==> src/rtl/dmms_pkg.sv <==
// Shared types and constants for the display mode match selector.
`timescale 1ns / 1ps

package dmms_pkg;

    // List geometry
    localparam int MAX_MODES = 64;
    localparam int POS_W     = $clog2(MAX_MODES + 1);
    localparam int INDEX_W   = 6;

    // Field widths
    localparam int DIM_W   = 12;
    localparam int SCORE_W = 15;
    localparam int CFG_W   = 12;
    localparam int CIDX_W  = 2;

    // Score values in hundredths
    localparam logic signed [SCORE_W-1:0] SCORE_EXACT      = 15'sd10000;
    localparam logic signed [SCORE_W-1:0] SCORE_DBL_WIDTH  = 15'sd9000;
    localparam logic signed [SCORE_W-1:0] SCORE_DBL_HEIGHT = 15'sd8000;
    localparam logic signed [SCORE_W-1:0] SCORE_DBL_BOTH   = 15'sd7000;
    localparam logic signed [SCORE_W-1:0] SCORE_BASE       = 15'sd5000;
    localparam logic signed [SCORE_W-1:0] SCORE_BONUS      = 15'sd500;
    localparam logic signed [SCORE_W-1:0] SCORE_NONE       = 15'sd0;

    // Configuration register indexes
    localparam logic [CIDX_W-1:0] CFG_TARGET_WIDTH  = 2'd0;
    localparam logic [CIDX_W-1:0] CFG_TARGET_HEIGHT = 2'd1;
    localparam logic [CIDX_W-1:0] CFG_VERTICAL_GAME = 2'd2;

    typedef logic signed [SCORE_W-1:0] score_t;

    // Target settings handed to the scorer
    typedef struct packed {
        logic [DIM_W-1:0] width;
        logic [DIM_W-1:0] height;
        logic             vertical;
    } target_t;

    // One input word
    typedef struct packed {
        logic [DIM_W-1:0] width;
        logic [DIM_W-1:0] height;
        logic             interlaced;
        logic             custom;
        logic             modified;
        logic             last;
    } mode_t;

    // Best candidate kept per category
    typedef struct packed {
        logic               valid;
        logic [INDEX_W-1:0] index;
        score_t             score;
        logic               custom;
        logic               modified;
    } slot_t;

endpackage

==> src/rtl/dmms_score.sv <==
// Combinational score of one candidate mode against the target size.
`timescale 1ns / 1ps

module dmms_score
(
    input  dmms_pkg::target_t             target,
    input  logic [dmms_pkg::DIM_W-1:0]    width,
    input  logic [dmms_pkg::DIM_W-1:0]    height,
    output dmms_pkg::score_t              score
);

    logic [dmms_pkg::DIM_W:0]   tw_dbl;
    logic [dmms_pkg::DIM_W:0]   th_dbl;
    logic                       w_eq;
    logic                       h_eq;
    logic                       w_dbl;
    logic                       h_dbl;
    logic [dmms_pkg::DIM_W-1:0] dw;
    logic [dmms_pkg::DIM_W-1:0] dh;
    dmms_pkg::score_t           partial;

    // Size comparisons
    assign tw_dbl = {target.width, 1'b0};
    assign th_dbl = {target.height, 1'b0};
    assign w_eq   = (width == target.width);
    assign h_eq   = (height == target.height);
    assign w_dbl  = ({1'b0, width} == tw_dbl);
    assign h_dbl  = ({1'b0, height} == th_dbl);
    assign dw     = (width >= target.width) ? (width - target.width) : (target.width - width);
    assign dh     = height - target.height;  // only used when height >= target

    // Base score with bonuses, less the distances
    always_comb
    begin
        partial = dmms_pkg::SCORE_BASE;
        if ((width >= target.width) || target.vertical)
        begin
            partial = partial + dmms_pkg::SCORE_BONUS;
        end
        if (h_eq)
        begin
            partial = partial + dmms_pkg::SCORE_BONUS;
        end
        partial = partial - dmms_pkg::score_t'({3'b000, dw}) - dmms_pkg::score_t'({3'b000, dh});
    end

    // Special sizes take priority
    always_comb
    begin
        priority if (w_eq && h_eq)
        begin
            score = dmms_pkg::SCORE_EXACT;
        end
        else if (w_dbl && h_eq)
        begin
            score = dmms_pkg::SCORE_DBL_WIDTH;
        end
        else if (w_eq && h_dbl)
        begin
            score = dmms_pkg::SCORE_DBL_HEIGHT;
        end
        else if (w_dbl && h_dbl)
        begin
            score = dmms_pkg::SCORE_DBL_BOTH;
        end
        else if (height < target.height)
        begin
            score = dmms_pkg::SCORE_NONE;
        end
        else
        begin
            score = partial;
        end
    end

endmodule

==> src/rtl/display_mode_match_selector.sv <==
// Top level: scores display modes and keeps the best per category.
// An accepted mode word passes through the input register, then scoring
// and best-slot update into the result register.
// Throughput: one word per cycle while result_ready does not stall it.
// Reset (rst_n low, async): pipeline empty, slots and position cleared,
// target registers zero.
`timescale 1ns / 1ps

module display_mode_match_selector
(
    input  logic                                clk,
    input  logic                                rst_n,

    input  logic                                cfg_we,
    input  logic [dmms_pkg::CIDX_W-1:0]         cfg_index,
    input  logic [dmms_pkg::CFG_W-1:0]          cfg_data,

    input  logic                                mode_valid,
    output logic                                mode_ready,
    input  logic [dmms_pkg::DIM_W-1:0]          mode_width,
    input  logic [dmms_pkg::DIM_W-1:0]          mode_height,
    input  logic                                is_interlaced,
    input  logic                                is_custom,
    input  logic                                already_modified,
    input  logic                                last_mode,

    output logic                                result_valid,
    input  logic                                result_ready,
    output logic signed [dmms_pkg::SCORE_W-1:0] mode_score,
    output logic                                list_done,
    output logic                                best_found,
    output logic [dmms_pkg::INDEX_W-1:0]        pick_index,
    output logic                                best_apply
);

    dmms_pkg::target_t                target_reg;
    dmms_pkg::mode_t                  in_reg;
    logic                             in_valid_reg;
    logic [dmms_pkg::POS_W-1:0]       position_reg;
    logic [dmms_pkg::POS_W-1:0]       position_next;
    dmms_pkg::slot_t                  il_reg, cu_reg, sy_reg;
    dmms_pkg::slot_t                  il_next, cu_next, sy_next;
    dmms_pkg::slot_t                  il_upd, cu_upd, sy_upd;
    dmms_pkg::slot_t                  cand;
    dmms_pkg::score_t                 score;
    dmms_pkg::score_t                 score_out;
    logic                             list_end;
    logic                             done;
    logic                             take;
    logic                             found;
    logic [dmms_pkg::INDEX_W-1:0]     sel_index;
    logic                             sel_apply;
    logic                             advance;

    dmms_pkg::score_t                 score_reg;
    logic                             done_reg;
    logic                             found_reg;
    logic [dmms_pkg::INDEX_W-1:0]     index_reg;
    logic                             apply_reg;
    logic                             out_valid_reg;

    // Configuration writes
    always_ff @(posedge clk or negedge rst_n)
    begin
        if (!rst_n)
        begin
            target_reg <= '0;
        end
        else if (cfg_we)
        begin
            unique case (cfg_index)
                dmms_pkg::CFG_TARGET_WIDTH:  target_reg.width    <= cfg_data;
                dmms_pkg::CFG_TARGET_HEIGHT: target_reg.height   <= cfg_data;
                dmms_pkg::CFG_VERTICAL_GAME: target_reg.vertical <= cfg_data[0];
                default: ;
            endcase
        end
    end

    // Pipeline handshake
    assign advance    = in_valid_reg && (!out_valid_reg || result_ready);
    assign mode_ready = !in_valid_reg || advance;

    // Input register
    always_ff @(posedge clk or negedge rst_n)
    begin
        if (!rst_n)
        begin
            in_valid_reg <= 1'b0;
        end
        else if (mode_ready)
        begin
            in_valid_reg <= mode_valid;
        end
    end

    always_ff @(posedge clk)
    begin
        if (mode_valid && mode_ready)
        begin
            in_reg <= '{width: mode_width, height: mode_height, interlaced: is_interlaced,
                        custom: is_custom, modified: already_modified, last: last_mode};
        end
    end

    // Scoring
    dmms_score u_score
    (
        .target (target_reg),
        .width  (in_reg.width),
        .height (in_reg.height),
        .score  (score)
    );

    assign list_end  = (in_reg.width == '0);
    assign done      = list_end || in_reg.last;
    assign score_out = list_end ? dmms_pkg::SCORE_NONE : score;
    assign take      = !list_end && (position_reg < dmms_pkg::POS_W'(dmms_pkg::MAX_MODES));

    assign cand = '{valid: 1'b1, index: dmms_pkg::INDEX_W'(position_reg), score: score,
                    custom: in_reg.custom, modified: in_reg.modified};

    // Category slot update
    always_comb
    begin
        il_upd = il_reg;
        cu_upd = cu_reg;
        sy_upd = sy_reg;
        if (take && (score > dmms_pkg::SCORE_NONE))
        begin
            priority if (!il_reg.valid && in_reg.interlaced)
            begin
                il_upd = cand;
            end
            else if (!cu_reg.valid && in_reg.custom)
            begin
                cu_upd = cand;
            end
            else if (!sy_reg.valid && !in_reg.custom)
            begin
                sy_upd = cand;
            end
            else
            begin
                if (in_reg.custom)
                begin
                    if (score > cu_reg.score)
                    begin
                        cu_upd = cand;
                    end
                end
                else if (score > sy_reg.score)
                begin
                    sy_upd = cand;
                end
                if (in_reg.interlaced && (score > il_reg.score))
                begin
                    il_upd = cand;
                end
            end
        end
    end

    // Final pick by category priority
    always_comb
    begin
        found     = 1'b1;
        sel_index = '0;
        sel_apply = 1'b0;
        priority if (cu_upd.valid)
        begin
            sel_index = cu_upd.index;
            sel_apply = !cu_upd.modified;
        end
        else if (il_upd.valid && il_upd.custom)
        begin
            sel_index = il_upd.index;
            sel_apply = !il_upd.modified;
        end
        else if (sy_upd.valid)
        begin
            sel_index = sy_upd.index;
            sel_apply = !sy_upd.modified;
        end
        else if (il_upd.valid)
        begin
            sel_index = il_upd.index;
            sel_apply = !il_upd.modified;
        end
        else
        begin
            found = 1'b0;
        end
    end

    // Next list state: cleared when the list closes
    always_comb
    begin
        if (done)
        begin
            il_next       = '0;
            cu_next       = '0;
            sy_next       = '0;
            position_next = '0;
        end
        else
        begin
            il_next       = il_upd;
            cu_next       = cu_upd;
            sy_next       = sy_upd;
            position_next = take ? position_reg + 1'b1 : position_reg;
        end
    end

    always_ff @(posedge clk or negedge rst_n)
    begin
        if (!rst_n)
        begin
            il_reg       <= '0;
            cu_reg       <= '0;
            sy_reg       <= '0;
            position_reg <= '0;
        end
        else if (advance)
        begin
            il_reg       <= il_next;
            cu_reg       <= cu_next;
            sy_reg       <= sy_next;
            position_reg <= position_next;
        end
    end

    // Result register
    always_ff @(posedge clk or negedge rst_n)
    begin
        if (!rst_n)
        begin
            out_valid_reg <= 1'b0;
        end
        else if (advance)
        begin
            out_valid_reg <= 1'b1;
        end
        else if (result_ready)
        begin
            out_valid_reg <= 1'b0;
        end
    end

    always_ff @(posedge clk)
    begin
        if (advance)
        begin
            score_reg <= score_out;
            done_reg  <= done;
            found_reg <= done && found;
            index_reg <= (done && found) ? sel_index : '0;
            apply_reg <= done && found && sel_apply;
        end
    end

    assign result_valid = out_valid_reg;
    assign mode_score   = score_reg;
    assign list_done    = done_reg;
    assign best_found   = found_reg;
    assign pick_index   = index_reg;
    assign best_apply   = apply_reg;

endmodule
==> config.mk <==
export PLATFORM = sky130hd
export DESIGN_NAME = display_mode_match_selector
export DESIGN_NICKNAME = d
export VERILOG_FILES = /design/src/rtl/dmms_pkg.sv /design/src/rtl/dmms_score.sv /design/src/rtl/display_mode_match_selector.sv
export SDC_FILE = /design/constraint.sdc
export NUM_CORES = 1
export LEC_CHECK = 0
export BUFFER_PORTS_ARGS = -buffer_cell sky130_fd_sc_hd__buf_2
export CORE_MARGIN = 5
export CORE_UTILIZATION = 57
export CTS_BUF_LIST = sky130_fd_sc_hd__clkbuf_16
export DETAILED_ROUTE_END_ITERATION = 10
export PLACE_DENSITY = 0.8
export SLEW_MARGIN = 30
export SYNTH_ARGS = -nofsm -noshare
export SYNTH_HDL_FRONTEND = slang
export SYNTH_SLANG_ARGS = --single-unit
==> constraint.sdc <==
create_clock -name clk -period 18.4 [get_ports clk]
set_input_delay 5.52 -clock clk [delete_from_list [all_inputs] [get_ports clk]]
set_output_delay 5.52 -clock clk [all_outputs]
set_load 0.05 [all_outputs]
==> results.md <==
* Hold buffers post-CTS at 0
* DRT Wirelength at 26650 um
* Critical path class: input pin to output port
* Layout cells sized above 1 at 15.31%
* Final setup viols at 0
* # nets final at between 1000 and 1500
* Initial antenna violation count at 0
* Most frequent cells in the layout: 141 x inv_1, 104 x dfrtp_1, 101 x nand2_1
* Final Max Tran Viols at 0
* Largest delay contributor family on the critical path: buffers and inverters
* Syn Inst Count at 1090
* DRT antenna net count at 0
* Async SR Flop Fraction at 66.67%
* Overall Global Routing Usage at 25.23%
* Maximum buffer depth of the clock tree at 2
* Hold path depth at 2
* Fin. Hold Viols at 0
* Worst slew pin tran at 1.051 ns
* CP max stage cell: buf_2
* Worst setup EP type: output port
* Status: completed
* Req. time, crit path at 12.88 ns
* Post-route minimum period at between 10 and 15 ns
* 1st-iter DRT viols at 747
* Syn nets at 1249
* Synth Area per Inst at 9.716 um2
* Critical path, cell by cell: buf_2 -> nand3b_1 -> buf_2
* Final RePlAce weighted congestion at between 0.9 and 1
* Post-Syn Area at around 0.011 mm2
* Post-cts resize count at 0
* Worst Clk Skew at 0.01356 ns
* Cts bufs inserted at 17
* CTS root buf: clkbuf_16
* Fmax at roughly 87 MHz
* FP Rows at a little under 50
* Worst Path Arrival at a little over 6 ns
* Min-delay src: sy_reg[15]
* Die height at 146.3 um
* WL/cell at about 19 um
* Max reg flops at 26
* CTS tree: built
* Avg Vias per Cell at 6.061
* Worst-Skew Late Latency at 0.43 ns
* Port bufs at 72
* Final global-route overflow total at 0
* Min-Delay Path Class: register to register
* Worst reg2reg path endpoint: pick_index[4]
* DRT Pass-1 Iters at 5
* Worst setup SP type: input pin
* Worst Hold End: sy_reg[15]
* RR Startpoint: in_reg[25]
* Area grow syn2layout at 11.54%
* Sequential-to-total area share from yosys stat at 39.32%
* Critical path fanouts, max at 3
* CP dominant cell by count: buf_2
* Clock Sinks at 156
* Die extent in x at 146.3 um
* # DRC at 0
* Diode count at 0
* Die ar. at 0.02141 mm2
* Post-DP HPWL at 20170 um
* Htree depth at 4
* EDFF count, synth at 52
* WP buf/inv at 2
* Yosys warnings at 0
* Commonest non-fill, non-tap cell in the layout: inv_1
* Top FF cell, synth: dfrtp_1
* R2R Setup Slk at approximately 8.5 ns
* Initial core utilization at between 50% and 60%
* Core ar. at 0.01815 mm2
* # IOs at 73
* Via count at 8516
* Worst-path clk slew at roughly 0.060 ns
* Relative slew slack at between 20% and 30%
* R2R depth at 31
* Max_cap viols at 0
* Setup TNS at 0 ns
* RSZ-0062 raised after global routing: false
* Largest net degree at the start of global routing at 58
* Max incr delay on CP at between 0.2 and 0.25 ns
* Setup bufs post-CTS at 0
* Vias in the first global route at 8615
* Library cells used by synthesis at 94
* First-pass GRT wire length at 43480 um
* Synth Register Bits at 156
* Final period utilization at about 63%
==> final cells by class <==
class	count	area, um2
Multi-Input combinational cell	767	5758
Tap cell	229	286.5
Fill cell	1442	6335
Timing Repair Buffer	78	407.9
Clock buffer	17	425.4
Sequential cell	156	4164
Inverter	144	553.0
Clock inverter	14	217.7
==> worst register-to-register path, delay by kind of cell (launching register included) <==
family	cells	cell delay, ns
buffers and inverters	1	0.04
AO/OA/AOI/OAI	15	3.22
multiplexers	1	0.23
XOR/XNOR	1	0.18
flip-flops	1	0.46
adder cells (fa/ha/maj)	4	1.69
AND/OR/NAND/NOR	9	3.80
==> cells in the mapped netlist (all sizes together), types with 16 or more instances <==
| cell type | instances | area share [%] |
|---|---|---|
| inv | 143 | 5.2 |
| dfrtp | 104 | 25 |
| nand2 | 102 | 3.6 |
| ha | 99 | 12 |
| o21ai | 84 | 4.1 |
| a21oi | 71 | 3.4 |
| nor2 | 60 | 2.3 |
| edfxtp | 52 | 15 |
| xnor2 | 32 | 2.7 |
| a21o | 27 | 1.9 |
| nand3 | 26 | 1.3 |
| mux2 | 23 | 2.5 |
| xor2 | 20 | 1.7 |
| nand4 | 18 | 1.1 |
| o2bb2ai | 16 | 1.3 |
==> per-layer routing <==
layer  track usage, %  part of all wire [%]  up-vias
met1            34.63                    45     4108
li1                 -                     -     4001
met5                0                     0        -
met2            39.43                    45      345
met4            10.96                   3.6        0
met3            4.586                   6.3       62
==> kinds of logic (layout without fill, tap and decap cells) <==
| logic type | Yosys count | after routing | synth area share [%] |
|---|---|---|---|
| AO/OA/AOI/OAI | 288 | 288 | 18.58 |
| XOR/XNOR | 52 | 52 | 4.372 |
| adder cells (fa/ha/maj) | 112 | 112 | 14.15 |
| buffers and inverters | 167 | 253 | 6.486 |
| flip-flops | 156 | 156 | 39.32 |
| multiplexers | 34 | 34 | 3.521 |
| AND/OR/NAND/NOR | 281 | 281 | 13.56 |
==> worst max path at each step <==
stage / from / to / depth (start not counted) / slack [ns]
3_5_place_dp: result_ready / mode_ready / 3 / 6.85
6_report: result_ready / mode_ready / 3 / 6.85
4_1_cts: result_ready / mode_ready / 3 / 6.85
5_1_grt: result_ready / mode_ready / 3 / 6.82
3_3_place_gp: result_ready / mode_ready / 3 / 6.87
2_1_floorplan: result_ready / mode_ready / 1 / 6.88
==> per-stage QoR <==
stage / instance area [um2] / hold WS, ns / std cells / util, % / worst slack (ns)
after floorplan: 10590 / 0.4444 / 1090 / - / 6.877
after global placement: 11160 / 0.4614 / 1374 / 61.47 / 6.874
after detailed placement: 11170 / 0.4671 / 1374 / 61.55 / 6.852
after CTS: 11810 / 0.4805 / 1405 / 65.09 / 6.848
after global routing: 11810 / 0.5097 / 1405 / 65.09 / 6.822
final: 11810 / 0.4810 / 1405 / 65.09 / 6.850
Power is not shown: default switching activity piles up to over one toggle a cycle in this logic, so the estimate is an artifact.
